--- src/rtl/sem_pkg.sv ---
// sem_pkg: shared types, constants and state encodings of the sobel edge magnitude unit
// no dependencies; used by sem_front, sem_back and the top level
package sem_pkg;

   localparam int DEF_MAX_WIDTH = 2048;
   localparam int IN_Q_DEPTH    = 4;
   localparam int OUT_Q_DEPTH   = 4;

   localparam int CFG_W  = 12;
   localparam int PIX_W  = 8;
   localparam int GRAD_W = 11;
   localparam int SQ_W   = 21;
   localparam int ROOT_W = 16;

   localparam logic [15:0] W_RED   = 16'd19595;
   localparam logic [15:0] W_GREEN = 16'd38470;
   localparam logic [15:0] W_BLUE  = 16'd7471;
   localparam logic [24:0] ROUND_HALF = 25'd32768;
   localparam logic [SQ_W-1:0] SAT_LIMIT = 21'd65280;
   localparam logic [PIX_W-1:0] PIX_MAX = 8'd255;

   localparam logic [CFG_W-1:0] RST_FRAME_WIDTH  = 12'd640;
   localparam logic [CFG_W-1:0] RST_FRAME_HEIGHT = 12'd480;

   localparam logic REG_FRAME_WIDTH  = 1'b0;
   localparam logic REG_FRAME_HEIGHT = 1'b1;

   localparam logic CMD_PIXEL = 1'b0;
   localparam logic CMD_DRAIN = 1'b1;

   typedef struct packed {
      logic             command;
      logic [PIX_W-1:0] red;
      logic [PIX_W-1:0] green;
      logic [PIX_W-1:0] blue;
   } req_type;

   typedef struct packed {
      logic [PIX_W-1:0] edge_res;
      logic             last_in_step;
      logic             frame_end;
   } rsp_type;

   typedef struct packed {
      logic             command;
      logic [PIX_W-1:0] gray;
   } gray_item_type;

   typedef struct packed {
      logic [CFG_W-1:0] frame_width;
      logic [CFG_W-1:0] frame_height;
   } cfg_type;

   typedef enum logic [2:0] {
      ST_CLEAR,
      ST_IDLE,
      ST_UPDATE,
      ST_GRAD,
      ST_SQUARE,
      ST_ROOT,
      ST_EMIT
   } back_state_type;

endpackage

--- src/rtl/sem_front.sv ---
// sem_front: accepts input words and turns each pixel into a gray value
// depends on sem_pkg; feeds the input queue
module sem_front
   import sem_pkg::*;
#(
   parameter int Q_DEPTH = IN_Q_DEPTH
) (
   input  logic                         clock,
   input  logic                         reset,
   input  logic                         req_push,
   input  req_type                      req_data,
   input  logic                         hold,
   output logic                         full,
   input  logic [$clog2(Q_DEPTH+1)-1:0] q_count,
   output logic                         q_push,
   output gray_item_type                q_data
);
   localparam int CNTW = $clog2(Q_DEPTH+1);

   logic        vld_ff, vld_in;
   logic        cmd_ff, cmd_in;
   logic [23:0] pr_ff, pr_in;
   logic [23:0] pg_ff, pg_in;
   logic [23:0] pb_ff, pb_in;
   logic        accept;
   logic [24:0] sum;

   // one word can be in flight in the product stage, so keep a slot spare
   assign full   = hold || (q_count >= CNTW'(Q_DEPTH-1));
   assign accept = req_push && !full;

   always_comb begin
      vld_in = accept;
      cmd_in = req_data.command;
      pr_in  = 24'(W_RED * 24'(req_data.red));
      pg_in  = 24'(W_GREEN * 24'(req_data.green));
      pb_in  = 24'(W_BLUE * 24'(req_data.blue));
   end

   always_ff @(posedge clock) begin
      if (reset) begin
         vld_ff <= 1'b0;
      end else begin
         vld_ff <= vld_in;
      end
   end

   always_ff @(posedge clock) begin
      cmd_ff <= cmd_in;
      pr_ff  <= pr_in;
      pg_ff  <= pg_in;
      pb_ff  <= pb_in;
   end

   assign sum = 25'(pr_ff) + 25'(pg_ff) + 25'(pb_ff) + ROUND_HALF;

   assign q_push         = vld_ff;
   assign q_data.command = cmd_ff;
   assign q_data.gray    = sum[23:16];

endmodule

--- config.mk ---
export PLATFORM = sky130hd
export DESIGN_NAME = sem_front
export DESIGN_NICKNAME = d
export VERILOG_FILES = /design/src/rtl/sem_pkg.sv /design/src/rtl/sem_front.sv
export SDC_FILE = /design/constraint.sdc
export NUM_CORES = 1
export LEC_CHECK = 0
export BUFFER_PORTS_ARGS = -buffer_cell sky130_fd_sc_hd__buf_4
export CORE_ASPECT_RATIO = 1.75
export CORE_MARGIN = 3
export CORE_UTILIZATION = 45
export DETAILED_ROUTE_END_ITERATION = 8
export GPL_TIMING_DRIVEN = 0
export PLACE_DENSITY = 0.63
export SYNTH_ARGS = -nofsm -noshare
export SYNTH_HDL_FRONTEND = slang
export SYNTH_SLANG_ARGS = --single-unit
--- constraint.sdc ---
create_clock -name clock -period 4.1 [get_ports clock]
set_input_delay 0.205 -clock clock [delete_from_list [all_inputs] [get_ports clock]]
set_output_delay 0.205 -clock clock [all_outputs]
set_load 0.02 [all_outputs]
---- Yosys cells after proc, flatten, opt, wreduce, memory -nomap -nowiden ----
Index checks and enable logic that the tools add are counted.
storage, ports and cells
  output and inout bits ................... 11
  register bits ........................... 69
operators by class
  $mul .................................... 3
  reductions and logical operators ........ 3
  magnitude comparators ................... 1
  add/sub/neg operators ................... 3
operator list
  kind                      number
  $mul A15 B8 Y23 const A   2
  $add A23 B24 Y24          1
  $add A24 B16 Y24 const B  1
  $add A24 B21 Y24          1
  $mul A13 B8 Y21 const A   1
  $ge A3 B2 Y1 const B      1
  $logic_and A1 B1 Y1       1
  $logic_not A1 Y1          1
  $logic_or A1 B1 Y1        1

---- Depth between registers and ports, before layout ----
Gate-level depths: netlist of the first run.
  word-level depth ........................ 4
  depth in mapped cells ................... 15
  mapped depth without buffers ............ 15

---- Worst setup path after synthesis of the first run ----
OpenSTA, ideal clock, no wires.
  path type ............................... input-to-reg
  start point ............................. in req_data[5] in the netlist's numbering
  end point ............................... reg pb_ff[20]
  buffers on the path ..................... 0
  stages on the path ...................... 15
  setup slack ............................. 211 ps
  arrival time ............................ 3762 ps
  required time ........................... 3973 ps
  path through ............................ fa_1 -> inv_1 -> fa_1 -> inv_1 -> fa_1 -> inv_1 -> fa_1 -> inv_1 -> ha_1 -> o211ai_1 -> nand2_1 -> nand4_1 -> a211oi_1 -> a221oi_1 -> xnor2_1
on the way
  cells in the longest elaborated chain, start to end .. 1
RTL lines
  what                  line             source
  from (decl)           sem_front.sv:11  input req_type req_data,
  $mul A13 B8 Y21       sem_front.sv:37  pb_in = 24'(W_BLUE * 24'(req_data.blue));
  net pb_in[20]         sem_front.sv:24  logic [23:0] pb_ff, pb_in;
  to (signal assigned)  sem_front.sv:52  pb_ff <= pb_in;
  to (decl)             sem_front.sv:24
The timed path passes the listed nets, and every way through them passes these cells.
A chain may end at the register's enable or synchronous reset.

---- Worst setup path after layout of the first run ----
  start point ............................. in req_data[7] in the netlist's numbering
  end point ............................... reg pb_ff[19]
Same word-level chain as after synthesis.

==> qor.csv, run 1 <==
metric,value,unit
status,completed,
core,0.01875,mm^2
synthArstFlopShare,0,%
syn_nets,1221,
antenna_cells,0,
worstPathMaxFanout,6,
tightest_slew,1.019,ns
grt_antenna_before_repair,0,
dieHeight,189.9,um
dp_hpwl,16330,um
drive_gt1_share,8.228,%
worstSetupEndpointType,flop,
period_minus_slack,3.910,ns
fin_nets,1278,
cp.required,4.33,ns
hold_viol_final,0,
drc_errors,0,
fill_cells,1738,
critical_path_class,in -> reg,
root_buffer,clkbuf_16,
grt_pass1_vias,6606,
vias_per_cell,5.323,
timing.final.crit_share,95.35,%
synthFlopType,dfxtp_1,
rows,66,
cts.clk_slew.worst_paths,0.05,ns
stdcell_area,0.009649,mm^2
synthTopCellsByCount,"ha_1, inv_1, fa_1",
grt_pass1_wl,31020,um
grt_max_degree,12,
ctsLongestPathBuffers,2,
ys_seq_area_share,15.88,%
htree_levels,3,
critPathLaunch,req_data[7],
gp_congestion,0.8491,
crit_top_cell,fa_1,
die_x,111.1,um
min_path_cells,2,
die_area,0.02110,mm^2
yosysMostFrequentCell,ha_1,
synthCells,886,
cts_sinks,69,
crit_arrival,4.14,ns
synth_edf_count,0,
start_kind,primary input,
drv_cap,0,
grtUsageTotal,18.42,%
slew_viol_final,0,
netlist_area,0.008698,mm^2
layout-area-overhead-vs-synth,10.93,%
hold-path-endpoint,q_push$_SDFF_PP0_,
synth_top_area_share,31.79,%
numCtsBuffers,9,
seq_area,0.001381,mm^2
crit_slowest_cell,fa_1,
drtPass1Iterations,4,
synthTopCellsByArea,"ha_1, fa_1, dfxtp_1",
path_cells,buf_4 > fa_1 > inv_2 > buf_4 > fa_1 > inv_1 > fa_1 > fa_1 > ha_1 > a2111o_1 > o2111ai_1 > nand3_1 > a21oi_1 > xnor2_1,
ys_types,63,
cpPeakStageDelay,0.60,ns
ys_ff_latch,69,
synth_top_area_cell,ha_1,
place_ws,-0.5506,ns
detail-route-antenna-nets,0,
drt_iter0_markers,206,
wl_per_cell,15.50,um
start_util,46.40,%
wirelength,18380,um
setup_slack,0.1905,ns
avgSynthCellArea,9.818,um^2
multi_input_area,0.006758,mm^2
dpl-instance-area,0.009311,mm^2
synth_warnings,0,
hp-class,in -> reg,
io_pins,43,
fmax,255.8,MHz
setup_viol,0,
slew_headroom,31.22,%
grt_overflow,0,
cts_tree,built,
final_util,51.48,%
port_buffers,42,
hp-start,reset,
dr_total_vias,6313,
[cells by family after synthesis]
kind of cell,count (synthesis),share of synthesized area (%)
buf+inv,157,6.833
mux,1,0.1151
compound gates,164,12.96
simple gates,140,8.314
fa+ha+maj,303,50.66
flops,69,15.88
xor+xnor,52,5.236
[timing repair]
| action | 4_1_cts | 5_1_grt |
|---|---|---|
| pin swaps | 0 | 8 |
| endpoints found under the hold margin | 1 | 0 |
| hold buffers | 1 | 0 |
| setup buffers | 0 | 3 |
| resized for setup | 1 | 7 |
| endpoints found under the setup margin | 2 | 5 |
[metrics by stage]
| step | instances | TNS (ns) | hold WS [ns] |
|---|---|---|---|
| CTS | 1183 | 0 | 0.01741 |
| detailed placement | 1166 | -2.164 | 0.3168 |
| finish | 1186 | 0 | 0.03242 |
| global route | 1186 | -0.004461 | 0.02325 |
| floorplan | 886 | 0 | 0.2327 |
| global placement | 1166 | -2.053 | 0.3098 |
[layout by cell type (no fill, tap or decap), types with 4 or more instances in the layout]
master / n
o21bai_1: 7
nor2b_1: 11
a31oi_1: 5
dfxtp_1: 69
nand2_1: 22
nand2b_1: 5
buf_4: 46
inv_1: 150
xnor2_1: 40
o21a_1: 6
o211ai_1: 7
nand3_1: 16
nor3b_1: 4
clkbuf_1: 5
ha_1: 220
nor2_1: 38
a211oi_1: 5
clkbuf_16: 9
a21oi_1: 45
and2_1: 4
nand4_1: 8
and3_1: 4
nor3_1: 13
xor2_1: 12
a21o_1: 21
o21ai_0: 26
fa_1: 82
[flip-flops by register name, indices dropped and copies added, names as in the netlist]
signal  count
cmd_ff      1
pr_ff      23
pg_ff      23
q_push      1
pb_ff      21
[how the worst max path moves through the flow]
stage / endpoint / depth (start not counted)
after floorplan: pb_ff[20]$_DFF_P_ / 15
after global placement: pb_ff[20]$_DFF_P_ / 16
after detailed placement: pb_ff[20]$_DFF_P_ / 16
after CTS: pb_ff[20]$_DFF_P_ / 16
after global routing: pb_ff[20]$_DFF_P_ / 15
final: pb_ff[19]$_DFF_P_ / 14
[routing by layer]
metal  up-vias  track usage [%]  wire length (um)
li1       3182                -                 -
met1      3000            17.62              6487
met2        85            37.93             10740
met3        46            1.941               327
met4         0            9.087               826
met5         -                0                 0
[critical path: cells and delay by family]
family	cells	cell delay [ns]
and+or+nand+nor	1	0.12
xor gates and xnor gates	1	0.18
AOI/OAI and AO/OA	3	0.94
buffers and inverters	4	0.40
adders and majority gates	5	2.28
[cell type report]
cell class,instances,share of cell area (%)
Multi-Input combinational cell,660,70.03
Sequential cell,69,14.32
Inverter,152,5.913
Timing Repair Buffer,46,3.605
Tap cell,238,3.086
Clock buffer,12,2.554
Clock inverter,4,0.2464
Buffer,5,0.2464
Power of run 1 is not shown: default switching activity piles up to over one toggle a cycle in this logic, so the estimate is an artifact.
==> run 2, diff against run 1 <==
--- a/config.mk
+++ b/config.mk
@@ -11,7 +11,7 @@
 export CORE_UTILIZATION = 45
 export DETAILED_ROUTE_END_ITERATION = 8
 export GPL_TIMING_DRIVEN = 0
-export PLACE_DENSITY = 0.63
+export PLACE_DENSITY = 0.61
 export SYNTH_ARGS = -nofsm -noshare
 export SYNTH_HDL_FRONTEND = slang
 export SYNTH_SLANG_ARGS = --single-unit
==> constraint.sdc (replaced) <==
create_clock -name clock -period 4.3 [get_ports clock]
set_input_delay 0.215 -clock clock [delete_from_list [all_inputs] [get_ports clock]]
set_output_delay 0.215 -clock clock [all_outputs]
set_load 0.02 [all_outputs]
==> qor.csv, run 2 (synthesized netlist as in run 1, its figures left out) <==
metric,value,unit
status,completed,
die_area,0.02110,mm^2
dp_hpwl,16460,um
io_pins,43,
root_buffer,clkbuf_16,
grtUsageTotal,18.75,%
gp_congestion,0.8277,
slew_headroom,50.83,%
rsz0062_at_grt,no,
grt_overflow,0,
crit_arrival,4.29,ns
mostFrequentLayoutCells,"ha_1, inv_1, fa_1",
start_util,46.40,%
start_kind,primary input,
cp.required,4.51,ns
path_cells,buf_4 > fa_1 > inv_1 > fa_1 > inv_1 > fa_1 > inv_1 > fa_1 > inv_1 > ha_1 > o211ai_1 > nand2_1 > nand4_1 > a211oi_4 > a221oi_2 > xnor2_1,
crit_family,adder cells,
dr_total_vias,6265,
drc_errors,0,
drtPass1Iterations,4,
setup_viol,0,
drive_gt1_share,7.725,%
cpPeakStageDelay,0.59,ns
hp-class,in -> reg,
worstPathMaxFanout,6,
final_common_cell,ha_1,
timing.final.crit_share,94.84,%
drt_iter0_markers,174,
fmax,245.2,MHz
place_ws,-0.4414,ns
critical_path_class,in -> reg,
crit_cells,16,
grt_max_degree,13,
cts_sinks,69,
fin_nets,1275,
top_regs,"pg_ff (23), pr_ff (23), pb_ff (21)",
hold_viol_final,0,
antenna_cells,0,
numCtsBuffers,9,
grt_pass1_wl,31760,um
critPathLaunch,req_data[5],
worstSetupEndpointType,flop,
htree_levels,3,
cp_num_buf_inv,5,
grt_pass1_vias,6766,
wl_per_cell,15.81,um
vias_per_cell,5.296,
grt_antenna_before_repair,0,
core,0.01875,mm^2
tightest_slew,0.7284,ns
die_x,111.1,um
detail-route-antenna-nets,0,
period_minus_slack,4.078,ns
port_buffers,42,
setup_slack,0.2217,ns
wirelength,18710,um
dieHeight,189.9,um
ctsLongestPathBuffers,2,
crit_slowest_cell,fa_1,
tns,0,ns
crit_path_end,pb_ff[20]$_DFF_P_,
final_util,51.68,%
fin_hold_ws,0.03875,ns
slew_viol_final,0,
rows,66,
cts.clk_slew.worst_paths,0.05,ns
layout-area-overhead-vs-synth,11.38,%
cts_tree,built,
drv_cap,0,
run 2: metal layers:
metal / GRT usage [%] / share of wire [%] / vias up
met3: 1.528 / 1.5 / 23
li1: - / - / 3171
met4: 5.667 / 2.1 / 0
met1: 19.19 / 37 / 3006
met5: 0 / 0 / -
met2: 39.27 / 59 / 65
run 2: how the worst min path moves through the flow:
stage | start | endpoint | slack [ns] | cells after the start
4_1_cts | reset | q_push$_SDFF_PP0_ | 0.03 | 2
3_5_place_dp | req_data[24] | cmd_ff$_DFF_P_ | 0.32 | 1
6_report | reset | q_push$_SDFF_PP0_ | 0.04 | 2
3_3_place_gp | req_data[24] | cmd_ff$_DFF_P_ | 0.32 | 1
2_1_floorplan | req_data[24] | cmd_ff$_DFF_P_ | 0.24 | 0
5_1_grt | reset | q_push$_SDFF_PP0_ | 0.03 | 2
run 2: layout make-up:
type                       instances  area, um^2
timing repair buffer              43       325.3
clock buffer                      10       239.0
sequential                        69        1381
clock inverter                     6       108.9
multi-input combinational        660        6741
buffer                             5       23.77
inverter                         152       570.5
fill                            1762        9057
tap                              238       297.8
run 2: timing repair:
item,CTS,global route
resized for setup,1,2
endpoints found under the setup margin,1,1
gates cloned,0,0
hold buffers,1,0
hold endpoints to repair,1,0
setup buffers,0,0
run 2: stage by stage:
stage          std cells  instance area, um^2
3_5_place_dp        1166                 9311
5_1_grt             1183                 9688
2_1_floorplan        886                 8698
4_1_cts             1183                 9674
3_3_place_gp        1166                 9311
6_report            1183                 9688
Power of run 2 is left out for the same reason.
