==> src/rtl/sem_queue.sv <==
// sem_queue: small first-in first-out queue of words
// depends on nothing but its type parameter
module sem_queue #(
   parameter int DEPTH = 4,
   parameter type ITEM_TYPE = logic
) (
   input  logic                       clock,
   input  logic                       reset,
   input  logic                       push,
   input  ITEM_TYPE                   push_data,
   input  logic                       pop,
   output ITEM_TYPE                   pop_data,
   output logic                       empty,
   output logic [$clog2(DEPTH+1)-1:0] count
);
   localparam int PW = (DEPTH > 1) ? $clog2(DEPTH) : 1;
   localparam int CNTW = $clog2(DEPTH+1);

   ITEM_TYPE        store_ff [DEPTH];
   logic [PW-1:0]   wr_ptr_ff, wr_ptr_in;
   logic [PW-1:0]   rd_ptr_ff, rd_ptr_in;
   logic [CNTW-1:0] count_ff, count_in;
   logic            do_pop;

   assign do_pop = pop && (count_ff != '0);

   always_comb begin
      wr_ptr_in = wr_ptr_ff;
      rd_ptr_in = rd_ptr_ff;
      count_in  = count_ff;
      if (push) begin
         wr_ptr_in = (wr_ptr_ff == PW'(DEPTH-1)) ? '0 : wr_ptr_ff + 1'b1;
      end
      if (do_pop) begin
         rd_ptr_in = (rd_ptr_ff == PW'(DEPTH-1)) ? '0 : rd_ptr_ff + 1'b1;
      end
      if (push && !do_pop) begin
         count_in = count_ff + 1'b1;
      end else if (do_pop && !push) begin
         count_in = count_ff - 1'b1;
      end
   end

   always_ff @(posedge clock) begin
      if (reset) begin
         wr_ptr_ff <= '0;
         rd_ptr_ff <= '0;
         count_ff  <= '0;
      end else begin
         wr_ptr_ff <= wr_ptr_in;
         rd_ptr_ff <= rd_ptr_in;
         count_ff  <= count_in;
      end
   end

   always_ff @(posedge clock) begin
      if (push) begin
         store_ff[wr_ptr_ff] <= push_data;
      end
   end

   assign pop_data = store_ff[rd_ptr_ff];
   assign empty    = (count_ff == '0);
   assign count    = count_ff;

endmodule

==> config.mk <==
export PLATFORM = sky130hd
export DESIGN_NAME = sem_queue
export DESIGN_NICKNAME = d
export VERILOG_FILES = /design/src/rtl/sem_queue.sv
export SDC_FILE = /design/constraint.sdc
export NUM_CORES = 1
export LEC_CHECK = 0
export BUFFER_PORTS_ARGS = -buffer_cell sky130_fd_sc_hd__buf_2
export CORE_UTILIZATION = 32
export CTS_CLUSTER_SIZE = 20
export DETAILED_ROUTE_END_ITERATION = 8
export MAX_ROUTING_LAYER = met4
export PLACE_DENSITY = 0.48
export SLEW_MARGIN = 20
export SYNTH_ARGS = -nofsm -noshare
export SYNTH_HDL_FRONTEND = slang
export SYNTH_SLANG_ARGS = --single-unit
==> constraint.sdc <==
create_clock -name clock -period 3.2 [get_ports clock]
set_input_delay 0.64 -clock clock [delete_from_list [all_inputs] [get_ports clock]]
set_output_delay 0.64 -clock clock [all_outputs]
set_load 0.01 [all_outputs]
---- After elaboration in Yosys (flattened, before gate mapping) ----
Memory sizes are Yosys's and may differ from the RTL's. A register that Yosys moved wholly into a read port is not among the register bits.
Cells that the tools add are included.
storage, ports and cells
  bits in registers ....................... 7
  memory bits (read-only) ................. 0
  latch bits .............................. 0
  memories kept ........................... 1
  RAM bits ................................ 4
operators by class
  shift-type cells ........................ 0
  div/mod/pow operators ................... 0
  add/sub/neg operators ................... 4
  $lt $le $gt $ge ......................... 0
  multiplexer cells ....................... 8
  reductions and logical operators ........ 8
  bitwise logic cells ..................... 0
  $mul .................................... 0
  eq/ne operators ......................... 2
memories
  memory    words  bits a word  read ports  clocked after Yosys merged registers in  write ports  line  RTL
  store_ff  4      1            1           1                                        1            19    ITEM_TYPE store_ff [DEPTH];
operators with widths
  cell                                               number
  2-to-1 mux 2 bit                                   4
  2-to-1 mux 3 bit                                   2
  adder 2 x 1 -> 2 bit (second input constant)       2
  equality test 2 bit (second input constant)        2
  adder 3 x 1 -> 3 bit (second input constant)       1
  logical AND 1 bit                                  3
  logical NOT 3 bit                                  1
  nonzero test 3 bit                                 1
  subtractor 3 x 1 -> 3 bit (second input constant)  1
  logical NOT 1 bit                                  2
  2-to-1 mux 1 bit                                   2
  nonzero test 2 bit                                 1

---- Logic depth before layout (Yosys ltp) ----
Gate-level depths: netlist of the first run.
  word-level depth ........................ 5
  depth in mapped cells ................... 7

---- Least setup slack after synthesis of the first run ----
OpenSTA, ideal clock, no wires.
  path type ............................... register to register
  from .................................... reg count_ff[0] (netlist: count[0])
  to ...................................... reg count_ff[2] (netlist: count[2])
  arrival time ............................ 1.921 ns
  clock period less this slack ............ 1.991 ns
  setup time .............................. 0.070 ns
  required time ........................... 3.130 ns
  setup slack ............................. 1.209 ns
  cell stages (with the launch flop) ...... 8
  path through ............................ dfxtp_1 o31ai_4 ha_1 inv_1 fa_1 xor2_1 or3_1 a21oi_1
between the ends
  word-level cells in the longest chain between the ends .. 5
ends and longest elaborated chain
  item                                                                               line  RTL
  from (decl)                                                                        22    logic [CNTW-1:0] count_ff, count_in;
  from (signal assigned)                                                             52    count_ff <= count_in;
  parallel branches: the longest is 5 deep, another holds subtractor 3 x 1 -> 3 bit  n/a
Parallel ways; which one is timed is not known. The select of a mux whose other input is x is not followed.
A chain may end at the register's enable or synchronous reset.

---- Worst setup path after layout of the first run ----
Same ends and word-level chain as after synthesis.

==> flow_summary_export.csv, run 1 <==
group,metric,value,unit
floorplanning,die_h,45.14,um
timing,setup_tns,0,ns
global_route,grt_max_degree,8,
synthesis,syn_avg_cell_area,12.41,um2
drt,vias_per_cell,4.349,
global_route,grt.total_usage,11.11,%
clock_network,clkSlewWorstSetupHoldPaths,0.08,ns
finish,nNetsFinal,74,
floorplanning,core_area,0.001727,mm2
synthesis,ys_seq_area_share,50.42,%
drt,drt-total-wl,821,um
synthesis,synthSimpleGateAreaFrac,11.55,%
floorplanning,rows,15,
finish,area_growth,17.23,%
worst_setup_path,slowest_delay,0.39,ns
timing,relSlewSlack,81.29,%
clock_network,insertion_delay,0.27,ns
finish,layout_common_cells,"dfxtp_1, buf_2, nor2_1, ha_1",
clock_network,cts_hold_buf,0,
timing,drv_slew,0,
placed_design,hpwl,627.9,um
worst_setup_path,cp.arrival,2.30,ns
drt,antenna_left,0,
timing,finalHoldWorstSlack,0.4935,ns
synthesis,yosys_register_bits,13,
timing,post-route-min-period,2.086,ns
global_route,grt_pass1_vias,342,
synthesis,synth_top_family_by_area,"adder cells",
worst_setup_path,worstPathRequired,3.41,ns
drt,vias,374,
synthesis,syn-num-nets,60,
timing,setup_viol,0,
floorplanning,dieArea,0.002038,mm2
synthesis,synth-compound-area-share,6.723,%
clock_network,cts_tree,"built",
timing,rsz0062_at_grt,"no",
power,p_leak,0.3071,nW
worst_setup_path,worst-path-max-fanout,5,
global_route,grt_pass1_wl,1469,um
drt,first_pass_iters,2,
floorplanning,io_pins,10,
drt,drc,0,
floorplanning,initial_core_util,34.49,%
synthesis,synth.cell_area,595.6,um2
worst_setup_path,critPathKind,"flip-flop to flip-flop",
clock_network,ctsResizeCount,0,
min_path,min_path_type,"flip-flop to flip-flop",
clock_network,clk_path_buf_depth,2,
worst_setup_path,crit_chain,"o31ai_4, ha_1, inv_1, fa_1, xor2_1, or3_1, a21oi_1",
power,p_per_area,698.3,mW/mm2
timing,hold_violations,0,
synthesis,ys_warn_count,0,
timing,fin_skew,0.01018,ns
outcome,status,"complete, no violations",
synthesis,synth_mux_area_share,10.50,%
timing,period_share,65.17,%
drt,wl_per_cell,9.547,um
finish,drive_gt1_share,24.59,%
floorplanning,dieWidth,45.14,um
clock_network,numCtsBuffers,3,
power,irDropWorstVdd,213.2,uV
clock_network,cts-root-buf,"clkbuf_4",
drt,drtIter0Drc,6,
clock_network,cts_sinks,13,
synthesis,synth_fa_ha_area_share,15.97,%
clock_network,htreeDepth,1,
synthesis,synthCells,48,
worst_setup_path,critPathSlowestCell,"dfxtp_1",
timing,max_freq,0.4795,GHz
flow_run,max_cap_viol_count,0,
placed_design,portBuffers,9,
timing,tightest_slew,0.2806,ns
global_route,grt.overflow.total,0,
placed_design,gp_congestion,0.7108,
synthesis,netlist-cell-type-count,17,
worst_setup_path,endpoint_kind,"flip-flop",
global_route,antenna_found_initial,0,
worst_setup_path,cp-start-kind,"flip-flop",
finish,antennaDiodeCount,0,
clock_network,cts_setup_buffers,0,
synthesis,synth-xor-area-share,2.941,%
==> stage by stage <==
| stage | setup WS [ns] | std cells | util, % | instance area (um2) | total power (W) |
|---|---|---|---|---|---|
| 3_3_place_gp | 1.018 | 82 | 38.91 | 671.9 | 0.0003938 |
| 5_1_grt | 0.9707 | 86 | 40.43 | 698.2 | 0.0005270 |
| 6_report | 1.114 | 86 | 40.43 | 698.2 | 0.0004875 |
| 2_1_floorplan | 1.209 | 48 | - | 595.6 | 0.0003488 |
| 4_1_cts | 1.099 | 86 | 40.43 | 698.2 | 0.0004981 |
| 3_5_place_dp | 1.022 | 82 | 38.91 | 671.9 | 0.0003942 |
==> cell type report <==
cell class                 count  area, um2
timing repair buffer           9      45.04
fill                         185       1028
tap                           25      31.28
sequential                    13      300.3
multi-input combinational     32      284.0
clock buffer                   4      26.28
inverter                       3      11.26
==> path summary, 6_finish.rpt <==
path / start / endpoint / slack, ns / cells after the start
worst max-delay path: count[0]$_SDFFE_PP0P_ / count[2]$_SDFFE_PP0P_ / 1.11 / 7
worst min-delay path: rd_ptr_ff[0]$_SDFFE_PP0P_ / flip-flop / 0.49 / 2
worst min register to register: rd_ptr_ff[0]$_SDFFE_PP0P_ / flip-flop / 0.49 / 2
worst max register to register: count[0]$_SDFFE_PP0P_ / count[2]$_SDFFE_PP0P_ / 1.11 / 7
==> power by group <==
group          switching (W)  internal [W]
clock network      0.0000506     0.0000483
logic              0.0000725     0.0000791
registers          0.0000353      0.000202
total               0.000158      0.000329
==> Yosys cell counts <==
cell type / number / area [um2]
a21oi_1: 1 / 5.000
a21oi_2: 1 / 8.760
and2_1: 4 / 25.02
dfxtp_1: 9 / 180.2
edfxtp_1: 4 / 120.1
fa_1: 1 / 20.02
ha_1: 6 / 75.07
inv_1: 3 / 11.26
mux2i_1: 4 / 40.04
mux4_2: 1 / 22.52
nand2_1: 1 / 3.750
nor2_1: 6 / 22.52
nor3_1: 1 / 5.000
o21ai_0: 1 / 5.000
o31ai_4: 1 / 21.27
or3_1: 2 / 12.51
xor2_1: 2 / 17.52
==> logic make-up (layout without fill, tap and decap cells) <==
group | count (synthesis) | after routing
buffers and inverters | 3 | 16
xor gates and xnor gates | 2 | 2
AOI/OAI and AO/OA | 4 | 4
and+or+nand+nor | 14 | 14
DFF | 13 | 13
adders and majority gates | 7 | 7
muxes | 5 | 5
==> critical path, delay by kind of cell, from the launching register on <==
kind                       cells  cell delay [ns]
AOI/OAI and AO/OA              2             0.48
and+or+nand+nor                1             0.30
DFF                            1             0.39
adders and majority gates      2             0.61
xor gates and xnor gates       1             0.17
buffers and inverters          1             0.06
==> per-layer routing <==
| metal | wire, um | track usage [%] |
|---|---|---|
| met1 | 384 | 12.97 |
| met2 | 394 | 15.36 |
| met3 | 37 | 6.000 |
| met4 | 5 | 5.455 |
| met5 | 0 | - |
Note: power is estimated with default switching activity, not from simulation.
==> inputs of run 2 (changes only) <==
==> constraint.sdc (replaced) <==
create_clock -name clock -period 2.1 [get_ports clock]
set_input_delay 0.42 -clock clock [delete_from_list [all_inputs] [get_ports clock]]
set_output_delay 0.42 -clock clock [all_outputs]
set_load 0.01 [all_outputs]
==> run 2 against run 1 <==
Cell area rose by 4.7%. Utilization rose by 1.9 points. Die area did not move. Largest cell class unchanged. Largest power group unchanged.
==> flow_summary_export.csv, run 2 (same netlist as run 1, synthesis figures left out) <==
group,metric,value,unit
global_route,antenna_found_initial,0,
power,p_sw_share,31.90,%
placed_design,portBuffers,9,
placed_design,gp_congestion,0.6853,
timing,fin_skew,0.001889,ns
power,p_clk_share,19.0,%
clock_network,insertion_delay,0.27,ns
floorplanning,io_pins,10,
drt,vias_per_cell,4.278,
timing,post-route-min-period,1.930,ns
floorplanning,dieWidth,45.14,um
global_route,grt_pass1_vias,379,
timing,drv_slew,0,
global_route,grt_max_degree,8,
power,seqPwrFrac,44.8,%
global_route,grt.total_usage,10.94,%
drt,wl_per_cell,9.744,um
worst_setup_path,worstPathRequired,2.31,ns
worst_setup_path,critPathKind,"flip-flop to flip-flop",
timing,relSlewSlack,85.77,%
floorplanning,rows,15,
clock_network,cts_tree,"built",
power,irDropWorstVdd,504.8,uV
worst_setup_path,reg2reg_slack,0.17,ns
min_path,min_path_type,"input pin to flip-flop",
timing,hold_violations,0,
clock_network,numCtsBuffers,3,
finish,area_growth,22.69,%
timing,setup_tns,0,ns
power,p_leak,0.3254,nW
timing,period_share,91.90,%
power,p_sw,0.0002484,W
worst_setup_path,worst-path-max-fanout,2,
global_route,grt.overflow.total,0,
drt,drc,0,
drt,drtIter0Drc,3,
power,comb_power_share,36.2,%
timing,finalHoldWorstSlack,0.3708,ns
finish,final_area,730.7,um2
drt,first_pass_iters,3,
floorplanning,core_area,0.001727,mm2
drt,vias,385,
finish,drive_gt1_share,30.77,%
timing,rsz0062_at_grt,"no",
floorplanning,initial_core_util,34.49,%
clock_network,htreeDepth,1,
clock_network,cts_sinks,13,
clock_network,cts_hold_buf,0,
flow_run,max_cap_viol_count,0,
worst_setup_path,rr_worst_depth,7,
placed_design,hpwl,699.4,um
power,p_int,0.0005304,W
floorplanning,dieArea,0.002038,mm2
timing,max_freq,0.5181,GHz
timing,setup_viol,0,
clock_network,clk_path_buf_depth,2,
worst_setup_path,cp-start-kind,"flip-flop",
timing,tightest_slew,0.2131,ns
power,report.power.total,0.0007788,W
outcome,status,"complete, no violations",
drt,antenna_left,0,
clock_network,clkSlewWorstSetupHoldPaths,0.07,ns
finish,layout_common_cells,"dfxtp_1, buf_2, nor2_1, ha_1",
floorplanning,die_h,45.14,um
worst_setup_path,endpoint_kind,"flip-flop",
min_path,whs_path_depth,1,
power,p_per_area,1066,mW/mm2
finish,nNetsFinal,78,
drt,drt-total-wl,877,um
finish,antennaDiodeCount,0,
worst_setup_path,cp.arrival,2.14,ns
global_route,grt_pass1_wl,1524,um
clock_network,cts-root-buf,"clkbuf_4",
placed_design,dpl_cell_area,694.4,um2
## run 2: cell count changes in the layout (fill, tap and decap cells not counted), sizes merged
cell	change
buf	+4
## run 2: through the flow
step | utilization [%] | instances | worst slack, ns
6_report | 42.32 | 90 | 0.1700
5_1_grt | 42.32 | 90 | 0.03476
4_1_cts | 41.74 | 89 | 0.08029
3_5_place_dp | 40.22 | 85 | 0.1135
3_3_place_gp | 40.22 | 85 | 0.1257
2_1_floorplan | - | 48 | 0.1092
## run 2: worst max-delay path, cell delays in order (launching register included)
cell	delay (ns)
dfxtp_1	0.34
o31ai_4	0.26
ha_2	0.23
inv_1	0.05
fa_1	0.37
xor2_1	0.18
or3_1	0.30
a21oi_1	0.14
## run 2: routing by layer
layer / vias up / routed length (um) / GRT usage, %
met5: - / 0 / -
met4: 0 / 0 / 1.818
met3: 0 / 47 / 6.400
met2: 5 / 419 / 16.81
met1: 179 / 411 / 12.47
li1: 201 / - / -
## run 2: what timing repair did
| action | CTS | global route |
|---|---|---|
| resized for setup | 0 | 1 |
| setup buffers | 0 | 1 |
| endpoints found under the setup margin | 0 | 1 |
## run 2: final cells by class
cell class                 count  area [um2]
inverter                       3       11.26
clock buffer                   4       26.28
tap                           25       31.28
fill                         193       996.0
multi-input combinational     32       286.5
timing repair buffer          13       75.07
sequential                    13       300.3
## run 2: worst paths after layout
kind | startpoint | to
worst max-delay path | count[0]$_SDFFE_PP0P_ | count[2]$_SDFFE_PP0P_
worst min-delay path | push_data | store_ff[1]$_DFFE_PP_
worst max register to register | count[0]$_SDFFE_PP0P_ | count[2]$_SDFFE_PP0P_
worst min register to register | rd_ptr_ff[0]$_SDFFE_PP0P_ | flip-flop
## run 2: power by group through the flow
stage                     logic [W]  registers, W  clock network, W
after floorplan            0.000162      0.000370                 0
after global placement     0.000272      0.000354                 0
after detailed placement   0.000273      0.000355                 0
after CTS                  0.000274      0.000349          0.000155
after global routing       0.000321      0.000356          0.000172
final                      0.000282      0.000349          0.000148
==> inputs of run 3 (changes only) <==
==> constraint.sdc (replaced) <==
create_clock -name clock -period 2.1 [get_ports clock]
set_input_delay 0.105 -clock clock [delete_from_list [all_inputs] [get_ports clock]]
set_output_delay 0.105 -clock clock [all_outputs]
set_load 0.01 [all_outputs]
==> run 3 against run 2 <==
First-iteration DRC count decreased by 100%. Power decreased by 0.33%. Critical endpoint unchanged. Clock skew increased by 0.0060 ns. Clock power about the same. Flip-flop and latch count unchanged. Clock-buffer cell count unchanged. Global-route usage decreased by 0.52 points. Largest cell class unchanged. Highest routed layer is now met4. Largest power group unchanged. Maximum frequency decreased by 3.2%.
==> flow_summary_export.csv, run 3 (same netlist as run 1, synthesis figures left out) <==
group,metric,value,unit
outcome,status,"complete, no violations",
finish,nNetsFinal,77,
floorplanning,dieArea,0.002038,mm2
worst_setup_path,cp.arrival,2.20,ns
timing,relSlewSlack,82.41,%
timing,tightest_slew,0.2638,ns
timing,hold_violations,0,
worst_setup_path,reg2reg_slack,0.11,ns
global_route,grt_max_degree,8,
finish,layout_common_cells,"dfxtp_1, buf_2, nor2_1, ha_1",
worst_setup_path,rr_worst_depth,7,
clock_network,cts-root-buf,"clkbuf_4",
worst_setup_path,r2r_end,"count[2]$_SDFFE_PP0P_",
floorplanning,rows,15,
clock_network,clkSlewWorstSetupHoldPaths,0.08,ns
floorplanning,dieWidth,45.14,um
drt,drt-total-wl,825,um
worst_setup_path,critPathKind,"flip-flop to flip-flop",
global_route,antenna_found_initial,0,
global_route,grt_pass1_wl,1421,um
worst_setup_path,reg2reg_from,"count[0]$_SDFFE_PP0P_",
floorplanning,io_pins,10,
finish,final_util,41.88,%
floorplanning,core_area,0.001727,mm2
power,p_per_area,1073,mW/mm2
min_path,min_path_type,"input pin to flip-flop",
finish,antennaDiodeCount,0,
clock_network,clk_path_buf_depth,2,
drt,vias,364,
finish,area_growth,21.43,%
timing,rsz0062_at_grt,"no",
worst_setup_path,cp-start-kind,"flip-flop",
drt,vias_per_cell,4.090,
timing,fin_skew,0.007930,ns
timing,period_share,94.93,%
drt,drc,0,
global_route,grt.overflow.total,0,
finish,drive_gt1_share,29.69,%
power,p_leak,0.3206,nW
floorplanning,initial_core_util,34.49,%
placed_design,dpl_worst_slack,0.09014,ns
worst_setup_path,critPathCapture,"count[2]$_SDFFE_PP0P_",
worst_setup_path,worst-path-max-fanout,4,
drt,drtIter0Drc,0,
finish,final_cell_count_no_fill,89,
timing,fin_ws,0.1064,ns
timing,post-route-min-period,1.994,ns
global_route,grt.total_usage,10.42,%
drt,antenna_left,0,
timing,setup_viol,0,
global_route,grt_pass1_vias,323,
drt,wl_per_cell,9.270,um
clock_network,cts_sinks,13,
clock_network,insertion_delay,0.27,ns
drt,first_pass_iters,1,
worst_setup_path,startpoint,"count[0]$_SDFFE_PP0P_",
worst_setup_path,endpoint_kind,"flip-flop",
timing,setup_tns,0,ns
clock_network,htreeDepth,1,
clock_network,cts_tree,"built",
floorplanning,die_h,45.14,um
worst_setup_path,worstPathRequired,2.30,ns
flow_run,max_cap_viol_count,0,
placed_design,place_inst,84,
placed_design,portBuffers,9,
clock_network,numCtsBuffers,3,
timing,drv_slew,0,
placed_design,gp_congestion,0.6770,
power,irDropWorstVdd,441.1,uV
timing,max_freq,0.5016,GHz
==> run 3: power breakdown <==
group | total (W) | leakage [nW] | switching (W) | internal (W)
clock | 0.000148 | 0.0150 | 0.0000750 | 0.0000733
sequential | 0.000346 | 0.111 | 0.0000383 | 0.000307
combinational | 0.000282 | 0.195 | 0.000134 | 0.000148
total | 0.000776 | 0.321 | 0.000248 | 0.000528
==> run 3: worst min-delay path by stage <==
stage | startpoint | end | cells past startpoint
after detailed placement | push_data | store_ff[0]$_DFFE_PP_ | 1
final | push_data | store_ff[0]$_DFFE_PP_ | 1
after CTS | push_data | store_ff[0]$_DFFE_PP_ | 1
after global placement | push_data | store_ff[0]$_DFFE_PP_ | 1
after global routing | push_data | store_ff[1]$_DFFE_PP_ | 1
after floorplan | reset | flip-flop | 1
==> run 3: through the flow <==
| stage | hold WS, ns | total power [W] | cell area (um2) |
|---|---|---|---|
| after detailed placement | 0.3297 | 0.0006234 | 686.9 |
| after floorplan | 0.1720 | 0.0005315 | 595.6 |
| after global placement | 0.3263 | 0.0006252 | 686.9 |
| after CTS | 0.05129 | 0.0007777 | 713.2 |
| after global routing | 0.04744 | 0.0008376 | 723.2 |
| final | 0.06306 | 0.0007762 | 723.2 |
==> run 3: cell type report <==
type                    instances  area, um2
fillers                       182       1003
flip-flops and latches         13      300.3
multi-input cells              32      286.5
repair buffers                 12      67.56
well taps                      25      31.28
clock buffers                   4      26.28
inverters                       3      11.26
==> run 3: worst max-delay path, stage by stage, from the launching register on <==
cell and delay, ns:
dfxtp_1 0.34, o31ai_4 0.32, ha_2 0.24, inv_1 0.05, fa_1 0.37, xor2_1 0.17, or3_1 0.30, a21oi_1 0.14
==> run 3: repair_timing <==
action	4_1_cts	5_1_grt
hold buffers	0	0
gates resized for setup	0	1
buffers inserted	0	1
setup endpoints to repair	0	1
==> run 3: per-layer routing <==
layer	share of wire [%]	GRT usage [%]	vias up	wire length [um]
li1	-	-	197	-
met1	50	13.72	162	410
met2	47	13.91	3	385
met3	2.8	6.000	2	23
met4	0.61	1.818	0	5
met5	0	-	-	0
